File: src/hw/rtl/rtac_pkg.sv
`timescale 1ns / 1ps
// Package for the region table access checker: codes, kind bits and the
// item record that travels along the row of region cells. No dependencies.
package rtac_pkg;

   localparam int ADDR_W = 32;
   localparam int KIND_W = 3;

   // Command codes
   localparam logic CMD_ADD   = 1'b0;
   localparam logic CMD_CHECK = 1'b1;

   // Access modes
   localparam logic [1:0] MODE_READ  = 2'd0;
   localparam logic [1:0] MODE_WRITE = 2'd1;

   // Bit positions in a region kind
   localparam int KIND_STACK = 0;
   localparam int KIND_READ  = 1;
   localparam int KIND_WRITE = 2;

   typedef enum logic [1:0] {
      ST_OK     = 2'd0,
      ST_REJECT = 2'd1,
      ST_FULL   = 2'd2
   } status_type;

   // Item record handed from cell to cell
   typedef struct packed {
      logic              cmd;
      logic [ADDR_W-1:0] addr;
      logic [ADDR_W-1:0] end_addr;  // addr + length, wrapped
      logic [ADDR_W-1:0] low_addr;  // addr - length, wrapped
      logic [KIND_W-1:0] kind;
      logic [1:0]        mode;
      logic              reject;    // add: rejected so far
      logic              placed;    // add: written into a free cell
      logic              hit_a;     // start matched some earlier cell
      logic              hit_e;     // end matched some earlier cell
      logic              same;      // first match of start and end is one cell
      logic              grant;     // that cell grants the requested mode
   } pkt_type;

endpackage

File: src/hw/rtl/rtac_cell.sv
`timescale 1ns / 1ps
// One region cell: holds one table entry, tests the passing item against it
// and hands the item to the next cell. Depends on rtac_pkg.
module rtac_cell #(
   parameter int CNT_W = 5,
   parameter int INDEX = 0
) (
   input  logic                  clock,
   input  logic                  reset,
   input  logic [CNT_W-1:0]      count_i,
   input  logic                  active_i,
   input  rtac_pkg::pkt_type     pkt_i,
   output logic                  active_o,
   output rtac_pkg::pkt_type     pkt_o
);
   import rtac_pkg::*;

   logic [ADDR_W-1:0] base_ff, sum_ff, diff_ff;
   logic [KIND_W-1:0] kind_ff;
   logic              active_ff;
   pkt_type           pkt_ff, pkt_in;
   logic              used, slot, hit_a, hit_e, encl, write_en;

   function automatic logic covers(input logic [ADDR_W-1:0] x,
                                   input logic [ADDR_W-1:0] b,
                                   input logic [ADDR_W-1:0] s,
                                   input logic [ADDR_W-1:0] d,
                                   input logic              stack);
      logic r;
      if (!stack) begin
         r = (x >= b) && (x < s);
      end else begin
         r = (x <= b) && (x > d);
      end
      return r;
   endfunction

   always_comb begin
      used     = count_i > CNT_W'(INDEX);
      slot     = count_i == CNT_W'(INDEX);
      hit_a    = used && covers(pkt_i.addr, base_ff, sum_ff, diff_ff, kind_ff[KIND_STACK]);
      hit_e    = used && covers(pkt_i.end_addr, base_ff, sum_ff, diff_ff,
                                kind_ff[KIND_STACK]);
      encl     = used && (pkt_i.addr < base_ff) && (pkt_i.end_addr > sum_ff);
      write_en = active_i && (pkt_i.cmd == CMD_ADD) && slot && !pkt_i.reject;

      pkt_in = pkt_i;
      if (pkt_i.cmd == CMD_ADD) begin
         pkt_in.reject = pkt_i.reject | hit_a | hit_e | encl;
         if (write_en) begin
            pkt_in.placed = 1'b1;
         end
      end else begin
         // first match for the start; record whether the end matches here too
         if (!pkt_i.hit_a && hit_a && !pkt_i.hit_e && hit_e) begin
            pkt_in.same  = 1'b1;
            pkt_in.grant = ((pkt_i.mode == MODE_READ) && kind_ff[KIND_READ]) ||
                           ((pkt_i.mode == MODE_WRITE) && kind_ff[KIND_WRITE]);
         end
      end
      pkt_in.hit_a = pkt_i.hit_a | hit_a;
      pkt_in.hit_e = pkt_i.hit_e | hit_e;
   end

   // entry storage: written once, when an accepted add reaches the free slot
   always_ff @(posedge clock) begin
      if (write_en) begin
         base_ff <= pkt_i.addr;
         sum_ff  <= pkt_i.end_addr;
         diff_ff <= pkt_i.low_addr;
         kind_ff <= pkt_i.kind;
      end
   end

   always_ff @(posedge clock) begin
      if (reset) begin
         active_ff <= 1'b0;
      end else begin
         active_ff <= active_i;
      end
   end

   always_ff @(posedge clock) begin
      pkt_ff <= pkt_in;
   end

   assign active_o = active_ff;
   assign pkt_o    = pkt_ff;

endmodule

File: config.mk
export PLATFORM = sky130hd
export DESIGN_NAME = rtac_cell
export DESIGN_NICKNAME = d
export VERILOG_FILES = /design/src/hw/rtl/rtac_pkg.sv /design/src/hw/rtl/rtac_cell.sv
export SDC_FILE = /design/constraint.sdc
export NUM_CORES = 1
export LEC_CHECK = 0
export ABC_AREA = 1
export BUFFER_PORTS_ARGS = -buffer_cell sky130_fd_sc_hd__buf_4
export CAP_MARGIN = 25
export CORE_UTILIZATION = 45
export CTS_CLUSTER_SIZE = 25
export DETAILED_ROUTE_END_ITERATION = 8
export PLACE_DENSITY = 0.71
export RECOVER_POWER = 50
export SKIP_LAST_GASP = 1
export SYNTH_ARGS = -nofsm -noshare
export SYNTH_HDL_FRONTEND = slang
export SYNTH_SLANG_ARGS = --single-unit
File: constraint.sdc
create_clock -name clock -period 20.5 [get_ports clock]
set_clock_uncertainty 0.05 [all_clocks]
set_input_delay 1.025 -clock clock [delete_from_list [all_inputs] [get_ports clock]]
set_output_delay 1.025 -clock clock [all_outputs]
set_load 0.02 [all_outputs]
==> results of run 1 <==
==> kinds of logic (layout without fill, tap and decap cells) <==
family	after synthesis	count (layout)	synth area share
flip-flops	208	208	0.5135
buffers and inverters	135	403	0.05048
adder cells (fa/ha/maj)	191	191	0.2381
AND/OR/NAND/NOR	287	287	0.1234
AO/OA/AOI/OAI	136	136	0.07454
==> per-layer routing <==
layer / track usage / vias up / wire, µm
met5: 0 / - / 0
met4: 0.04600 / 0 / 360
met3: 0.04187 / 32 / 1563
met2: 0.3598 / 198 / 11300
met1: 0.2757 / 3370 / 10640
li1: - / 3764 / -
==> sequential cells by signal, indices dropped and copies added (netlist names) <==
signal	flops
base_ff	32
pkt_o	108
sum_ff	32
kind_ff	3
diff_ff	32
active_o	1
==> cell usage in the layout, fill, tap and decap left out, drive strengths merged, types with 2 or more instances in the layout <==
master,Yosys,routed
o21bai,4,4
dfxtp,109,109
a21o,5,5
nor3b,3,3
nor4,5,5
nand2,187,187
o21ai,24,24
nand3,15,15
ha,191,191
edfxtp,99,99
nand4,14,14
clkinv,2,8
inv,133,136
clkinvlp,0,2
clkbuf,0,135
bufinv,0,5
o21a,9,9
a21oi,90,90
nor2,55,55
nor3,6,6
buf,0,117
==> worst max-delay path, delay by kind of cell <==
family / cells / cell delay (ns)
AO/OA/AOI/OAI: 4 / 0.74
AND/OR/NAND/NOR: 8 / 0.60
adder cells (fa/ha/maj): 1 / 0.31
buffers and inverters: 1 / 0.23
==> final cells by class <==
cell class / instances / area share
sequential: 208 / 0.4095
tap: 280 / 0.02783
multi-input combinational: 614 / 0.3481
clock inverter: 16 / 0.01710
inverter: 135 / 0.04026
clock buffer: 26 / 0.04742
timing repair buffer: 226 / 0.1097
==> path summary, 6_finish.rpt <==
kind / start / to / slack, ns / cells after the start
worst min register to register: kind_ff[2]$_DFFE_PP_ / pkt_o[0]$_DFF_P_ / 0.59 / 4
worst max-delay path: pkt_i[58] / pkt_o[0]$_DFF_P_ / 17.95 / 14
worst min-delay path: kind_ff[2]$_DFFE_PP_ / pkt_o[0]$_DFF_P_ / 0.59 / 4
worst max register to register: diff_ff[31]$_DFFE_PP_ / pkt_o[0]$_DFF_P_ / 18.26 / 13
==> report_power, final <==
part           total (µW)  internal, µW  switching (µW)
clock network         442           273             169
logic                 101          40.2            61.2
registers             450           447            3.34
total                 993           760             233
==> stage by stage <==
step           total power [µW]  instances  hold slack (ns)  setup WS (ns)
6_report                  993.2       1505           0.5879          17.95
5_1_grt                    1032       1505           0.5717          17.68
4_1_cts                    1012       1505           0.5463          17.98
3_5_place_dp              568.6       1463           0.5830          17.44
3_3_place_gp              565.5       1463           0.5930          17.54
2_1_floorplan             510.0        957           0.5291          11.55
==> summary.txt, run 1 <==
Cells and area
  – Sequential cell area: 5155 µm²
  – Cell area after layout: 12590 µm²
  – Share of cells above drive strength 1: 0.1600
  – Multi-input combinational cell area: 4382 µm²
  – Ant. Diodes: 0
  – Nets@finish: 1515
  – Area Overhead vs Synth: 25.39%
  – Finished Core Util: 0.5768
  – Filler cells: 2001

Synthesis
  – Avg Inst Size Synth: 10.49 µm²
  – Mapped Area: 10040 µm²
  – Seq/Total Area, Yosys: 0.5135
  – Yosys top cell by area: edfxtp_1
  – Cells after Synth: 957
  – Number of enable flip-flop cells after synthesis: 99
  – Area contributors post-synth: edfxtp_1, ha_1, dfxtp_1
  – Ys async rst share: 0
  – Synth top area share: 0.2961
  – Synthesized Nets: 1264
  – Synth warn: 0
  – Yosys cell types: 29
  – Synth top cells by count: ha_1, nand2_1, inv_1
  – Register bit count reported by yosys: 208
  – Top-count cell post-synth: ha_1
  – Ys flop type: dfxtp_1

Global routing
  – Global Route Usage Sum: 0.2113
  – Initial antenna violation count: 0
  – Total grt overflow: 0
  – Vias in the first global route: 7350
  – Largest net degree at the start of global routing: 51
  – First-pass GRT wire length: 37030 µm

Clock tree
  – Clock Tree Buf Depth: 3
  – Post-CTS Setup Inserts: 0
  – Root cell of the clock tree: clkbuf_16
  – Post-CTS Hold Fix Bufs: 0
  – # clock sinks: 208
  – Post_cts resized: 0
  – Worst-Skew Late Latency: 0.52 ns
  – CTS clk-pin slew, worst paths: 0.06 ns
  – TritonCTS clock tree: done
  – H-tree depth: 1
  – Total clock buffers created by CTS: 23

Critical path
  – Critical Path RT: 20.86 ns
  – Crit path cell chain: clkbuf_1 > ha_1 > a21oi_1 > o21ai_0 > a21oi_1 > nand2_1 > nand2_1 > nand2_1 > nand2_1 > nand3_1 > nand2_1 > nand3_2 > o21bai_1 > nand2_1
  – Critical path fanouts, max: 5
  – Slowest Stage Delay on Critical Path: 0.31 ns
  – Setup crit end kind: flip-flop
  – CP arrival: 2.91 ns
  – Slowest CP cell: ha_1
  – Critical Path Source Type: input pin
  – Kind of critical path: input pin to flip-flop
  – Crit-path most repeated cell: nand2_1

STA
  – Pins Over Slew Limit: 0
  – Fin crit share: 0.1246
  – Least-Margin Pin Slew: 0.7364 ns
  – Setup violators final: 0
  – Peak Freq: 391.7 MHz
  – Rel. slew slack: 0.5090
  – Final hold vios: 0
  – Setup TNS: 0 ns
  – RSZ-0062 raised after global routing: false
  – Final Critical Period: 2.553 ns

Job
  – Max Cap Viol: 0

Routing
  – Routed via count: 7364
  – DR pass1 iterations: 5
  – Initial DRC count: 306
  – Final WL: 23870 µm
  – Drt wl/cell: 15.86 µm
  – DRC Markers: 0
  – DR vias/cell: 4.893
  – Final ANT Viol Nets: 0

Hold path
  – Worst Hold Class: flip-flop to flip-flop

Die
  – Rows: 54
  – Initial Utilization: 0.4600
  – Die area: 22910 µm²
  – DIE HEIGHT: 151.4 µm
  – Core area: 21820 µm²
  – Die width: 151.4 µm
  – Boundary pin count: 225

Placement
  – Gpl congestion: 0.8406
  – Buffers on Ports: 224
  – Post-Place Cell Area: 12090 µm²
  – Post-DP HPWL: 18780 µm

Power and ir drop
  – P per Cell Area: 78.91 nW/µm²
  – Leakage: 0.006004 µW
  – Maximum vdd ir drop: 59.96 µV

Status
  – Status: completed
No activity file was read; power rests on OpenSTA's default activity.
==> inputs of run 2 (changes only) <==
--- a/config.mk
+++ b/config.mk
@@ -11,7 +11,7 @@
 export CORE_UTILIZATION = 45
 export CTS_CLUSTER_SIZE = 25
 export DETAILED_ROUTE_END_ITERATION = 8
-export PLACE_DENSITY = 0.71
+export PLACE_DENSITY = 0.74
 export RECOVER_POWER = 50
 export SKIP_LAST_GASP = 1
 export SYNTH_ARGS = -nofsm -noshare
==> constraint.sdc (replaced) <==
create_clock -name clock -period 2.2 [get_ports clock]
set_clock_uncertainty 0.05 [all_clocks]
set_input_delay 0.11 -clock clock [delete_from_list [all_inputs] [get_ports clock]]
set_output_delay 0.11 -clock clock [all_outputs]
set_load 0.02 [all_outputs]
==> run 2 against run 1 <==
Die area unchanged. Highest routed layer unchanged. Clock power increased to 9.1 times the previous value. Sequential cell count did not move. Worst hold slack lost 0.44 ns. Clock-buffer cell count is 5 higher. Register-to-register slack got worse by 18 ns. Wire length rose by 10%. Final cell count increased by 7.4%. Critical path depth fell by 1.
==> summary.txt, run 2 (synthesis results as in run 1) <==
Global routing
  – Global Route Usage Sum: 0.2320
  – Vias in the first global route: 7955
  – Total grt overflow: 0
  – Largest net degree at the start of global routing: 73
  – First-pass GRT wire length: 40500 µm
  – Initial antenna violation count: 0

STA
  – RSZ-0062 raised after global routing: true
  – Rel. slew slack: 0.7180
  – WHS: 0.1437 ns
  – Fin crit share: 0.9765
  – Final Critical Period: 2.148 ns
  – Final hold vios: 0
  – Pins Over Slew Limit: 0
  – Least-Margin Pin Slew: 0.4204 ns
  – Setup violators final: 0
  – Peak Freq: 465.5 MHz

Clock tree
  – Root cell of the clock tree: clkbuf_16
  – Clock Tree Buf Depth: 3
  – # clock sinks: 208
  – H-tree depth: 1
  – TritonCTS clock tree: done
  – Worst-Skew Late Latency: 0.51 ns
  – CTS clk-pin slew, worst paths: 0.06 ns
  – Total clock buffers created by CTS: 23

Die
  – Die width: 151.4 µm
  – Core area: 21820 µm²
  – Die area: 22910 µm²
  – Rows: 54
  – Boundary pin count: 225
  – Initial Utilization: 0.4600
  – DIE HEIGHT: 151.4 µm

Power and ir drop
  – P per Cell Area: 673.6 nW/µm²
  – Internal power: 7167 µW
  – Switch Pwr: 2209 µW
  – Maximum vdd ir drop: 615.1 µV
  – Part of the power in combinational logic: 0.123
  – Clk pwr share: 0.429
  – Leakage: 0.006546 µW
  – Reg power frac: 0.448
  – Switching Fraction: 0.2356

Hold path
  – Hold wc startpoint: count_i[0]
  – Worst Hold Class: input pin to flip-flop

Critical path
  – CP bufs+invs: 1
  – CP top delay family: simple AND/OR/NAND/NOR gates
  – Critical Path RT: 2.55 ns
  – Critical path fanouts, max: 3
  – Critical path capture point: pkt_o[0]$_DFF_P_
  – Critical path origin: base_ff[29]$_DFFE_PP_
  – Reg-to-Reg Start: base_ff[29]$_DFFE_PP_
  – Crit path cell chain: inv_2 > ha_4 > nand2_2 > nor2_4 > nand2_4 > nor4_4 > nand2_1 > nand3_1 > nand2_1 > a21oi_2 > nand3_2 > o21bai_1 > nand2_1
  – Critical Path Source Type: flip-flop
  – Crit-path most repeated cell: nand2_1
  – Setup crit end kind: flip-flop
  – Reg2Reg Capture Point: pkt_o[0]$_DFF_P_
  – R2R setup slack: 0.05 ns
  – CP arrival: 2.49 ns
  – Slowest CP cell: edfxtp_1
  – Kind of critical path: flip-flop to flip-flop
  – Slowest Stage Delay on Critical Path: 0.34 ns
  – Reg2Reg Depth: 13
  – WP depth: 13

Cells and area
  – Nets@finish: 1628
  – Max reg flops: 108
  – Most common cell after layout, fill and taps aside: ha_1
  – Finished Core Util: 0.6378
  – Commonest non-fill, non-tap cells in the layout: ha_1, nand2_1, buf_4
  – Cell area after layout: 13920 µm²
  – Area Overhead vs Synth: 38.66%
  – Share of cells above drive strength 1: 0.1765
  – Ant. Diodes: 0

Routing
  – Routed via count: 8026
  – Final WL: 26250 µm
  – DR pass1 iterations: 5
  – Final ANT Viol Nets: 0
  – Drt wl/cell: 16.23 µm
  – DRC Markers: 0
  – Initial DRC count: 413
  – DR vias/cell: 4.964

Placement
  – Post-Place Cell Area: 12130 µm²
  – Post-DP HPWL: 18720 µm
  – Buffers on Ports: 224
  – Gpl congestion: 0.8433

Status
  – Status: completed

Job
  – Max Cap Viol: 0
==> run 2: worst min-delay path, delay by kind of cell <==
family	cells	cell delay, ns
buf+inv	2	0.16
simple gates	4	0.41
==> run 2: cell type report <==
cell class / count / area (µm²)
Tap cell: 280 / 350.3
Inverter: 135 / 509.2
Fill cell: 1765 / 7904
Clock buffer: 31 / 668.1
Multi-Input combinational cell: 614 / 4566
Timing Repair Buffer: 339 / 2544
Sequential cell: 208 / 5155
Clock inverter: 10 / 127.6
==> run 2: how the worst min path moves through the flow <==
stage / end / depth (start not counted)
finish: pkt_o[3]$_DFF_P_ / 6
global route: pkt_o[3]$_DFF_P_ / 6
CTS: pkt_o[3]$_DFF_P_ / 6
detailed placement: pkt_o[13]$_DFF_P_ / 1
global placement: pkt_o[27]$_DFF_P_ / 1
floorplan: pkt_o[100]$_DFF_P_ / 0
==> run 2: routing by layer <==
metal	GRT usage	routed length, µm	vias to the layer above
met5	0	0	-
met4	0.08350	739	0
met3	0.03855	1569	53
met2	0.3963	12810	265
met1	0.2936	11130	3702
li1	-	-	4006
==> run 2: repair_timing <==
action                     in CTS  in global routing
setup endpoints to repair       0                  4
gates resized for setup         0                 35
hold buffers                  110                  0
setup buffers                   0                  1
hold endpoints to repair      208                  0
==> run 2: power groups by stage <==
stage / Combinational, µW / Clock (µW) / Sequential [µW]
global route: 1270 / 4260 / 4210
global placement: 1000 / 0 / 4280
finish: 1160 / 4020 / 4200
floorplan: 338 / 0 / 4420
CTS: 1190 / 4110 / 4200
detailed placement: 1020 / 0 / 4280
==> run 2: stage by stage <==
stage	instances	worst slack, ns	setup TNS (ns)	total power, µW
after global routing	1617	-0.09555	-0.1798	9743
after global placement	1465	0.03432	0	5277
final	1617	0.05178	0	9376
after floorplan	957	-1.094	-109.36	4753
after CTS	1616	0.0005789	0	9492
after detailed placement	1465	0.003760	0	5302
